File: config.mk
export PLATFORM = sky130hd
export DESIGN_NAME = synthetic_audio_test_generator_flat
export DESIGN_NICKNAME = d
export VERILOG_FILES = /design/src/rtl/core/satg_pkg.sv /design/src/rtl/core/satg_if.sv /design/src/rtl/core/satg_regs.sv /design/src/rtl/core/satg_state.sv /design/src/rtl/core/satg_mix.sv /design/src/rtl/core/synthetic_audio_test_generator.sv /design/src/flat_wrapper.sv
export SDC_FILE = /design/constraint.sdc
export NUM_CORES = 2
export LEC_CHECK = 0
export BUFFER_PORTS_ARGS = -buffer_cell sky130_fd_sc_hd__buf_2
export CORE_ASPECT_RATIO = 0.9
export CORE_MARGIN = 1.5
export CORE_UTILIZATION = 45
export CTS_CLUSTER_SIZE = 28
export DETAILED_ROUTE_END_ITERATION = 16
export GPL_ROUTABILITY_DRIVEN = 0
export PLACE_DENSITY = 0.63
export SETUP_SLACK_MARGIN = 0.02
export SYNTH_ARGS = -nofsm -noshare
export SYNTH_HDL_FRONTEND = slang
export SYNTH_SLANG_ARGS = --single-unit
File: constraint.sdc
create_clock -name i_clk -period 12 [get_ports i_clk]
set_input_delay 2.4 -clock i_clk [delete_from_list [all_inputs] [get_ports i_clk]]
set_output_delay 2.4 -clock i_clk [all_outputs]
set_load 0.01 [all_outputs]
File: src/rtl/core/satg_pkg.sv
// Shared types and constants for the synthetic audio test generator.
// No dependencies; every other file in rtl/core imports this package.
package satg_pkg;

    localparam int PHASE_W         = 32;
    localparam int SAMPLE_W        = 16;
    localparam int IDX_W           = 10;
    localparam int SPF_W           = 11;
    localparam int FPL_W           = 8;
    localparam int LEVEL_W         = 4;
    localparam int BASE_W          = 14;
    localparam int STEP_W          = 11;
    localparam int ENV_STEP_W      = STEP_W + LEVEL_W;
    localparam int ENV_W           = 16;
    localparam int ENV3_W          = 15;
    localparam int DIV3_W          = 32;
    localparam int DIV3_SHIFT      = 17;
    localparam int PROD_W          = 33;
    localparam int TERM_W          = 18;
    localparam int NOISE_SH_W      = 11;
    localparam int SUM_W           = 20;
    localparam int CFG_IDX_W       = 3;
    localparam int CFG_DATA_W      = 32;
    localparam int ENVELOPE_LEVELS = 10;

    localparam logic [PHASE_W-1:0] INC_A_RST     = 32'd5905580;
    localparam logic [PHASE_W-1:0] INC_B_RST     = 32'd9126805;
    localparam logic [BASE_W-1:0]  ENV_BASE_RST  = 14'd5000;
    localparam logic [STEP_W-1:0]  ENV_STEP_RST  = 11'd900;
    localparam logic [SPF_W-1:0]   SPF_RST       = 11'd320;
    localparam logic [FPL_W-1:0]   FPL_RST       = 8'd25;

    localparam logic [PHASE_W-1:0] PHASE_A_RST   = 32'h0000_0000;
    localparam logic [PHASE_W-1:0] PHASE_B_RST   = 32'h1234_5678;
    localparam logic [PHASE_W-1:0] NOISE_RST     = 32'hA5C3_9E17;

    localparam logic [SPF_W-1:0]   SPF_MAX       = 11'd1024;
    localparam logic [ENV_W-1:0]   DIV3_MUL      = 16'd43691;
    localparam logic [LEVEL_W:0]   LEVEL_COUNT   = (LEVEL_W+1)'(ENVELOPE_LEVELS);

    typedef enum logic [CFG_IDX_W-1:0] {
        REG_INC_A    = 3'd0,
        REG_INC_B    = 3'd1,
        REG_ENV_BASE = 3'd2,
        REG_ENV_STEP = 3'd3,
        REG_SPF      = 3'd4,
        REG_FPL      = 3'd5
    } t_reg_idx;

    typedef struct packed {
        logic [PHASE_W-1:0] inc_a;
        logic [PHASE_W-1:0] inc_b;
        logic [BASE_W-1:0]  env_base;
        logic [STEP_W-1:0]  env_step;
        logic [SPF_W-1:0]   spf;
        logic [FPL_W-1:0]   fpl;
    } t_cfg;

    typedef struct packed {
        logic signed [SAMPLE_W-1:0] saw_a;
        logic signed [SAMPLE_W-1:0] saw_b;
        logic signed [SAMPLE_W-1:0] noise;
        logic [ENV_W-1:0]           env;
        logic                       last;
    } t_s1;

endpackage

File: src/rtl/core/satg_if.sv
// Valid/ready channels of the synthetic audio test generator: tick input,
// sample output and configuration writes. Depends on satg_pkg.
interface satg_item_if ();
    logic valid;
    logic ready;
    logic restart;

    modport source (output valid, output restart, input ready);
    modport sink   (input valid, input restart, output ready);
endinterface

interface satg_sample_if import satg_pkg::*; ();
    logic                       valid;
    logic                       ready;
    logic signed [SAMPLE_W-1:0] sample;
    logic                       frame_end;

    modport source (output valid, output sample, output frame_end, input ready);
    modport sink   (input valid, input sample, input frame_end, output ready);
endinterface

interface satg_cfg_if import satg_pkg::*; ();
    logic                  valid;
    logic                  ready;
    logic [CFG_IDX_W-1:0]  index;
    logic [CFG_DATA_W-1:0] data;

    modport source (output valid, output index, output data, input ready);
    modport sink   (input valid, input index, input data, output ready);
endinterface

File: src/rtl/core/satg_regs.sv
// Configuration register file of the synthetic audio test generator.
// Depends on satg_pkg and satg_cfg_if.
module satg_regs import satg_pkg::*; (
    input  logic          i_clk,
    input  logic          i_rst_n,
    satg_cfg_if.sink      i_cfg,
    output t_cfg          o_cfg
);

    t_cfg r_cfg;

    assign i_cfg.ready = 1'b1;
    assign o_cfg       = r_cfg;

    always_ff @(posedge i_clk) begin
        if (!i_rst_n) begin
            r_cfg.inc_a    <= INC_A_RST;
            r_cfg.inc_b    <= INC_B_RST;
            r_cfg.env_base <= ENV_BASE_RST;
            r_cfg.env_step <= ENV_STEP_RST;
            r_cfg.spf      <= SPF_RST;
            r_cfg.fpl      <= FPL_RST;
        end else if (i_cfg.valid) begin
            case (t_reg_idx'(i_cfg.index))
                REG_INC_A:    r_cfg.inc_a    <= i_cfg.data;
                REG_INC_B:    r_cfg.inc_b    <= i_cfg.data;
                REG_ENV_BASE: r_cfg.env_base <= i_cfg.data[BASE_W-1:0];
                REG_ENV_STEP: r_cfg.env_step <= i_cfg.data[STEP_W-1:0];
                REG_SPF:      r_cfg.spf      <= i_cfg.data[SPF_W-1:0];
                REG_FPL:      r_cfg.fpl      <= i_cfg.data[FPL_W-1:0];
                default: ;
            endcase
        end
    end

endmodule

File: src/rtl/core/satg_state.sv
// Oscillator, noise and frame/envelope state of the test generator, plus
// the first pipeline register. Depends on satg_pkg and satg_item_if.
module satg_state import satg_pkg::*; (
    input  logic          i_clk,
    input  logic          i_rst_n,
    input  t_cfg          i_cfg,
    satg_item_if.sink     i_item,
    input  logic          i_s1_ready,
    output logic          o_s1_valid,
    output t_s1           o_s1
);

    logic [PHASE_W-1:0] r_phase_a, r_phase_b, r_noise;
    logic [IDX_W-1:0]   r_idx;
    logic [FPL_W-1:0]   r_fil;
    logic [LEVEL_W-1:0] r_level;
    logic               r_v1;
    t_s1                r_s1;

    logic [PHASE_W-1:0] cur_pa, cur_pb, cur_nw, nw_1, nw_2;
    logic [IDX_W-1:0]   cur_idx;
    logic [FPL_W-1:0]   cur_fil, fil_inc, fpl_eff;
    logic [LEVEL_W-1:0] cur_level;
    logic [SPF_W-1:0]   spf_eff;
    logic [ENV_STEP_W-1:0] env_step;

    logic [PHASE_W-1:0] n_phase_a, n_phase_b, n_noise;
    logic [IDX_W-1:0]   n_idx;
    logic [FPL_W-1:0]   n_fil;
    logic [LEVEL_W-1:0] n_level;
    t_s1                n_s1;
    logic               ready, accept;

    assign ready        = !r_v1 || i_s1_ready;
    assign accept       = i_item.valid && ready;
    assign i_item.ready = ready;
    assign o_s1_valid   = r_v1;
    assign o_s1         = r_s1;

    always_comb begin
        cur_pa    = i_item.restart ? PHASE_A_RST : r_phase_a;
        cur_pb    = i_item.restart ? PHASE_B_RST : r_phase_b;
        cur_nw    = i_item.restart ? NOISE_RST   : r_noise;
        cur_idx   = i_item.restart ? '0 : r_idx;
        cur_fil   = i_item.restart ? '0 : r_fil;
        cur_level = i_item.restart ? '0 : r_level;

        n_phase_a = cur_pa + i_cfg.inc_a;
        n_phase_b = cur_pb + i_cfg.inc_b;
        nw_1      = cur_nw ^ (cur_nw << 13);
        nw_2      = nw_1 ^ (nw_1 >> 17);
        n_noise   = nw_2 ^ (nw_2 << 5);

        if (i_cfg.spf == '0) begin
            spf_eff = SPF_W'(1);
        end else if (i_cfg.spf > SPF_MAX) begin
            spf_eff = SPF_MAX;
        end else begin
            spf_eff = i_cfg.spf;
        end
        fpl_eff = (i_cfg.fpl == '0) ? FPL_W'(1) : i_cfg.fpl;

        n_s1.last = (SPF_W'(cur_idx) + SPF_W'(1)) >= spf_eff;
        fil_inc   = cur_fil + FPL_W'(1);
        n_idx     = cur_idx;
        n_fil     = cur_fil;
        n_level   = cur_level;
        if (n_s1.last) begin
            n_idx = '0;
            if (fil_inc >= fpl_eff) begin
                n_fil = '0;
                if ((LEVEL_W+1)'(cur_level) + (LEVEL_W+1)'(1) >= LEVEL_COUNT) begin
                    n_level = '0;
                end else begin
                    n_level = cur_level + LEVEL_W'(1);
                end
            end else begin
                n_fil = fil_inc;
            end
        end else begin
            n_idx = cur_idx + IDX_W'(1);
        end

        n_s1.saw_a = signed'({~n_phase_a[PHASE_W-1], n_phase_a[PHASE_W-2:PHASE_W-SAMPLE_W]});
        n_s1.saw_b = signed'({~n_phase_b[PHASE_W-1], n_phase_b[PHASE_W-2:PHASE_W-SAMPLE_W]});
        n_s1.noise = signed'(n_noise[SAMPLE_W-1:0]);
        env_step   = ENV_STEP_W'(i_cfg.env_step) * ENV_STEP_W'(cur_level);
        n_s1.env   = ENV_W'(i_cfg.env_base) + ENV_W'(env_step);
    end

    always_ff @(posedge i_clk) begin
        if (!i_rst_n) begin
            r_phase_a <= PHASE_A_RST;
            r_phase_b <= PHASE_B_RST;
            r_noise   <= NOISE_RST;
            r_idx     <= '0;
            r_fil     <= '0;
            r_level   <= '0;
            r_v1      <= 1'b0;
        end else begin
            if (ready) begin
                r_v1 <= i_item.valid;
            end
            if (accept) begin
                r_phase_a <= n_phase_a;
                r_phase_b <= n_phase_b;
                r_noise   <= n_noise;
                r_idx     <= n_idx;
                r_fil     <= n_fil;
                r_level   <= n_level;
            end
        end
    end

    always_ff @(posedge i_clk) begin
        if (accept) begin
            r_s1 <= n_s1;
        end
    end

endmodule

File: src/rtl/core/satg_mix.sv
// Envelope scaling, mixing and saturation of the test generator: a multiplier
// stage, then one into the output register. Depends on satg_pkg, satg_sample_if.
module satg_mix import satg_pkg::*; (
    input  logic          i_clk,
    input  logic          i_rst_n,
    input  logic          i_s1_valid,
    input  t_s1           i_s1,
    output logic          o_s1_ready,
    satg_sample_if.source o_sample
);

    logic                       r_v2, r_vo;
    logic signed [TERM_W-1:0]   r2_term_a;
    logic signed [SAMPLE_W-1:0] r2_saw_b;
    logic [ENV3_W-1:0]          r2_env3;
    logic signed [NOISE_SH_W-1:0] r2_noise;
    logic                       r2_last;
    logic signed [SAMPLE_W-1:0] r_sample;
    logic                       r_frame_end;

    logic                       en_o, en2;
    logic [DIV3_W-1:0]          div3_prod;
    logic signed [PROD_W-1:0]   saw_a_ext, env_ext, prod_a;
    logic signed [PROD_W-1:0]   saw_b_ext, env3_ext, prod_b;
    logic signed [SUM_W-1:0]    sum;
    logic signed [SAMPLE_W-1:0] n_sample;

    assign en_o       = !r_vo || o_sample.ready;
    assign en2        = !r_v2 || en_o;
    assign o_s1_ready = en2;

    assign o_sample.valid     = r_vo;
    assign o_sample.sample    = r_sample;
    assign o_sample.frame_end = r_frame_end;

    always_comb begin
        div3_prod = DIV3_W'(i_s1.env) * DIV3_W'(DIV3_MUL);
        saw_a_ext = PROD_W'(i_s1.saw_a);
        env_ext   = signed'(PROD_W'(i_s1.env));
        prod_a    = saw_a_ext * env_ext;

        saw_b_ext = PROD_W'(r2_saw_b);
        env3_ext  = signed'(PROD_W'(r2_env3));
        prod_b    = saw_b_ext * env3_ext;

        sum = SUM_W'(r2_term_a) + SUM_W'(signed'(prod_b[TERM_W+14:15]))
            + SUM_W'(r2_noise);

        if (sum[SUM_W-1:SAMPLE_W-1] == '0 || sum[SUM_W-1:SAMPLE_W-1] == '1) begin
            n_sample = sum[SAMPLE_W-1:0];
        end else if (sum[SUM_W-1]) begin
            n_sample = signed'({1'b1, {(SAMPLE_W-1){1'b0}}});
        end else begin
            n_sample = signed'({1'b0, {(SAMPLE_W-1){1'b1}}});
        end
    end

    always_ff @(posedge i_clk) begin
        if (!i_rst_n) begin
            r_v2 <= 1'b0;
            r_vo <= 1'b0;
        end else begin
            if (en2) begin
                r_v2 <= i_s1_valid;
            end
            if (en_o) begin
                r_vo <= r_v2;
            end
        end
    end

    always_ff @(posedge i_clk) begin
        if (en2 && i_s1_valid) begin
            r2_term_a <= prod_a[TERM_W+14:15];
            r2_saw_b  <= i_s1.saw_b;
            r2_env3   <= div3_prod[DIV3_SHIFT+ENV3_W-1:DIV3_SHIFT];
            r2_noise  <= i_s1.noise[SAMPLE_W-1:5];
            r2_last   <= i_s1.last;
        end
        if (en_o && r_v2) begin
            r_sample    <= n_sample;
            r_frame_end <= r2_last;
        end
    end

endmodule

File: src/rtl/core/synthetic_audio_test_generator.sv
// Top level of the synthetic audio test generator: config registers, state
// stage and mixing stages. Depends on satg_pkg, satg_if, satg_regs,
// satg_state and satg_mix.
//
// Usage:
//   i_item carries one tick per word; restart=1 reloads phases, noise seed,
//   frame and envelope counters before that tick's sample is formed.
//   o_sample returns one saturated signed 16-bit sample per tick, with
//   frame_end set on the last sample of each frame.
//   i_cfg writes registers 0..5 (increments, envelope base and step, samples
//   per frame, frames per level); its ready is always high. Write only while
//   no tick is in flight.
// Timing:
//   Three register stages (state, first multiplier, output); a sample is
//   registered in each in turn. One tick per cycle is taken while the output
//   is not stalled; the state update with the envelope, the divide by three
//   with the first saw product, and the second saw product with the mix and
//   saturation each take one stage.
// Reset and stall:
//   i_rst_n (synchronous, active low) restores register defaults and the
//   oscillator state and empties the pipeline. When o_sample.ready is low
//   the output word holds; empty stages still fill, then i_item.ready drops.
module synthetic_audio_test_generator import satg_pkg::*; (
    input  logic          i_clk,
    input  logic          i_rst_n,
    satg_cfg_if.sink      i_cfg,
    satg_item_if.sink     i_item,
    satg_sample_if.source o_sample
);

    t_cfg cfg;
    t_s1  s1;
    logic s1_valid, s1_ready;

    satg_regs u_regs (
        .i_clk   (i_clk),
        .i_rst_n (i_rst_n),
        .i_cfg   (i_cfg),
        .o_cfg   (cfg)
    );

    satg_state u_state (
        .i_clk      (i_clk),
        .i_rst_n    (i_rst_n),
        .i_cfg      (cfg),
        .i_item     (i_item),
        .i_s1_ready (s1_ready),
        .o_s1_valid (s1_valid),
        .o_s1       (s1)
    );

    satg_mix u_mix (
        .i_clk      (i_clk),
        .i_rst_n    (i_rst_n),
        .i_s1_valid (s1_valid),
        .i_s1       (s1),
        .o_s1_ready (s1_ready),
        .o_sample   (o_sample)
    );

endmodule

File: src/flat_wrapper.sv
// flat-port wrapper written by rule: the top's interface ports become plain ports
module synthetic_audio_test_generator_flat import satg_pkg::*;
  (i_clk, i_rst_n, i_cfg_valid, i_cfg_index, i_cfg_data, i_cfg_ready, i_item_valid, i_item_restart, i_item_ready, o_sample_valid, o_sample_sample, o_sample_frame_end, o_sample_ready);
  satg_cfg_if i_cfg_i ();
  satg_item_if i_item_i ();
  satg_sample_if o_sample_i ();
  input  logic i_clk;
  input  logic i_rst_n;
  input wire logic [$bits(i_cfg_i.valid)-1:0] i_cfg_valid;
  input wire logic [$bits(i_cfg_i.index)-1:0] i_cfg_index;
  input wire logic [$bits(i_cfg_i.data)-1:0] i_cfg_data;
  output wire logic [$bits(i_cfg_i.ready)-1:0] i_cfg_ready;
  input wire logic [$bits(i_item_i.valid)-1:0] i_item_valid;
  input wire logic [$bits(i_item_i.restart)-1:0] i_item_restart;
  output wire logic [$bits(i_item_i.ready)-1:0] i_item_ready;
  output wire logic [$bits(o_sample_i.valid)-1:0] o_sample_valid;
  output wire logic [$bits(o_sample_i.sample)-1:0] o_sample_sample;
  output wire logic [$bits(o_sample_i.frame_end)-1:0] o_sample_frame_end;
  input wire logic [$bits(o_sample_i.ready)-1:0] o_sample_ready;
  assign i_cfg_i.valid = i_cfg_valid;
  assign i_cfg_i.index = i_cfg_index;
  assign i_cfg_i.data = i_cfg_data;
  assign i_cfg_ready = i_cfg_i.ready;
  assign i_item_i.valid = i_item_valid;
  assign i_item_i.restart = i_item_restart;
  assign i_item_ready = i_item_i.ready;
  assign o_sample_valid = o_sample_i.valid;
  assign o_sample_sample = o_sample_i.sample;
  assign o_sample_frame_end = o_sample_i.frame_end;
  assign o_sample_i.ready = o_sample_ready;
  synthetic_audio_test_generator u_core (.i_clk(i_clk), .i_rst_n(i_rst_n), .i_cfg(i_cfg_i), .i_item(i_item_i), .o_sample(o_sample_i));
endmodule
==> results.py <==
metrics = {
    "grt": {
        "grt_pass1_wl_um": 166000,
        "grt_antenna_before_repair": 2,
        "grt_pass1_vias": 31000,
        "overflow": 0,
        "grtUsageTotal_pct": 21.6,
        "grt_max_degree": 85,
    },
    "yosys": {
        "synthTopCellsByCount": "inv_1, nand2_1, fa_1, ha_1, a21oi_1",
        "ys_ff_latch": 367,
        "syn-num-nets": 5696,
        "synth-seq-area-share_pct": 20.7,
        "avgSynthCellArea_um2": 9.09,
        "yosysWarnings": 0,
        "synth_top_area_cell": "fa_1",
        "synthArstFlopShare_pct": 0,
        "synth-main-ff-cell": "dfxtp_1",
        "synth_cell_types": 77,
        "synth_area_leaders": "fa_1, ha_1, dfxtp_1",
        "syn_area_mm2": 0.0421,
        "yosysMostFrequentCell": "inv_1",
        "synth_edf_count": 138,
        "synth_top_cell_area_share_pct": 27.1,
        "synthCells": 4634,
    },
    "detailed_routing": {
        "ant_nets": 0,
        "viasPerCell": 5.19,
        "num_vias": 30400,
        "drtPass1Iterations": 7,
        "routed_wl_um": 100000,
        "drt_iter0_markers": 1835,
        "drc": 0,
        "wl_per_cell_um": 17.1,
    },
    "die": {
        "dieHeight_um": 293,
        "rows": 106,
        "fp.coreArea_mm2": 0.0928,
        "initial_utilization_pct": 45.4,
        "fp.dieW_um": 325,
        "ios": 61,
        "dieArea_mm2": 0.0954,
    },
    "run": {
        "cap_violations": 0,
    },
    "cells_and_area": {
        "final_layout_size_suffix_gt1_share_pct": 4.31,
        "fillers": 8932,
        "layout.cells.non_filler": 5863,
        "syn2layout_area_growth_pct": 6.83,
        "multi_input_area_mm2": 0.0298,
        "final_area_mm2": 0.0450,
        "diodes": 0,
        "seqCellArea_mm2": 0.00873,
        "final_nets": 5653,
    },
    "clock_tree": {
        "cts_tree": "built",
        "clk_latency_ps": 580,
        "cts_max_level": 2,
        "clk_path_buf_depth": 3,
        "numCtsBuffers": 40,
        "cts_hold_buf": 0,
        "clkSinkCount": 367,
        "clkTransAtPathRegs_ps": 60,
        "postCtsSetupRepairBufs": 0,
        "root_buffer": "clkbuf_16",
        "cts.repair.resized": 0,
    },
    "sta": {
        "slew_headroom_pct": 16.3,
        "grt_setup_unrepaired": "no",
        "setup_viol": 0,
        "fin_skew_ps": 29.5,
        "setup_ws_ps": 2070,
        "max_freq_ghz": 0.101,
        "slew_violations": 0,
        "period_minus_slack_ps": 9930,
        "fin_crit_sh_pct": 82.7,
        "tightest_slew_ps": 1220,
        "hold_viol_final": 0,
        "setup-tns-final_ps": 0,
    },
    "min_path": {
        "hp-class": "reg2reg",
        "whs_path_depth": 0,
    },
    "worst_setup_path": {
        "r2r_cells": 30,
        "path_max_fanout": 15,
        "crit_path_max_incr_delay_ps": 650,
        "cp.arrival_ps": 10230,
        "crit_top_cell": "fa_1",
        "crit_type": "reg2reg",
        "worst_setup_path_start_kind": "flop",
        "required_ps": 12310,
        "cp_slowest_cell": "edfxtp_1",
        "end_kind": "flop",
    },
    "placement": {
        "port-buffer-count": 59,
        "dpl.cell_count": 5791,
        "pre_cts_slack_ps": 2150,
        "hpwl_um": 76500,
        "dpl_cell_area_mm2": 0.0435,
    },
    "outcome": {
        "status": "finished, final reports clean",
    },
}
-- layout by cell type (no fill, tap or decap), drive strengths merged, types with 34 or more instances in the layout --
cell	Yosys	final
a21o	77	77
a21oi	245	245
and2	237	237
buf	14	85
clkbuf	156	52
dfxtp	229	229
edfxtp	138	138
fa	571	571
ha	450	450
inv	786	788
nand2	674	674
nand3	95	95
nor2	176	176
nor2b	75	75
nor3	42	42
o21a	34	34
o21ai	94	94
xnor2	143	143
xor2	64	64
-- worst paths after layout --
kind | startpoint | end | slack (ps)
hold / removal | u_core.u_state.o_s1[29] | u_core.u_mix.r2_noise[7] | 420
setup reg to reg | u_core.u_mix.r2_saw_b[8] | u_core.u_mix.o_sample.sample[2] | 2070
setup / recovery | u_core.u_mix.r2_saw_b[8] | u_core.u_mix.o_sample.sample[2] | 2070
hold reg to reg | u_core.u_state.o_s1[29] | u_core.u_mix.r2_noise[7] | 420
-- worst max-delay path: cells and delay by family (launching register included) --
| family | cells | cell delay, ps |
|---|---|---|
| and+or+nand+nor | 4 | 1130 |
| DFF | 1 | 650 |
| AOI/OAI and AO/OA | 13 | 3540 |
| buffers and inverters | 4 | 200 |
| adders and majority gates | 9 | 4160 |
-- layout make-up --
cell class                 count  share of cell area [%]
clock buffer                  52                    2.46
sequential                   367                    19.4
inverter                     789                    6.60
tap                         1242                    3.45
timing repair buffer          85                    1.10
multi-input combinational   3308                    66.2
clock inverter                20                   0.762
-- metrics by stage --
step           utilization (%)  hold WS (ps)
6_report                  48.5           419
5_1_grt                   48.5           422
3_3_place_gp              46.9           402
3_5_place_dp              46.9           405
2_1_floorplan                -           400
4_1_cts                   48.5           419
-- registers in the layout, indices dropped and copies added (netlist names), 15 cells and up --
register,cells
u_core.u_regs.o_cfg,108
u_core.u_state.o_s1,60
u_core.u_state.r_noise,32
u_core.u_state.r_phase_a,32
u_core.u_state.r_phase_b,32
u_core.u_mix.r2_term_a,18
u_core.u_mix.o_sample.sample,16
u_core.u_mix.r2_saw_b,16
u_core.u_mix.r2_env3,15
-- cells by family (layout without fill, tap and decap cells) --
kind of cell | count (synthesis) | after routing | synth area share, %
other | 1 | 1 | 0.00891
adders and majority gates | 1021 | 1021 | 40.5
DFF | 367 | 367 | 20.7
muxes | 10 | 10 | 0.241
buffers and inverters | 959 | 946 | 8.58
and+or+nand+nor | 1431 | 1431 | 15.9
xor gates and xnor gates | 207 | 207 | 4.31
AOI/OAI and AO/OA | 638 | 638 | 9.71
-- layer usage --
metal  up-vias  share of wire [%]  global-route usage (%)
met4         4                1.9                    4.31
met1     15000                 48                    31.0
met5         -              0.056                       0
met2       634                 46                    35.1
li1      14700                  -                       -
met3       120                4.9                    2.61
Power is not shown: default switching activity piles up to over one toggle a cycle in this logic, so the estimate is an artifact.
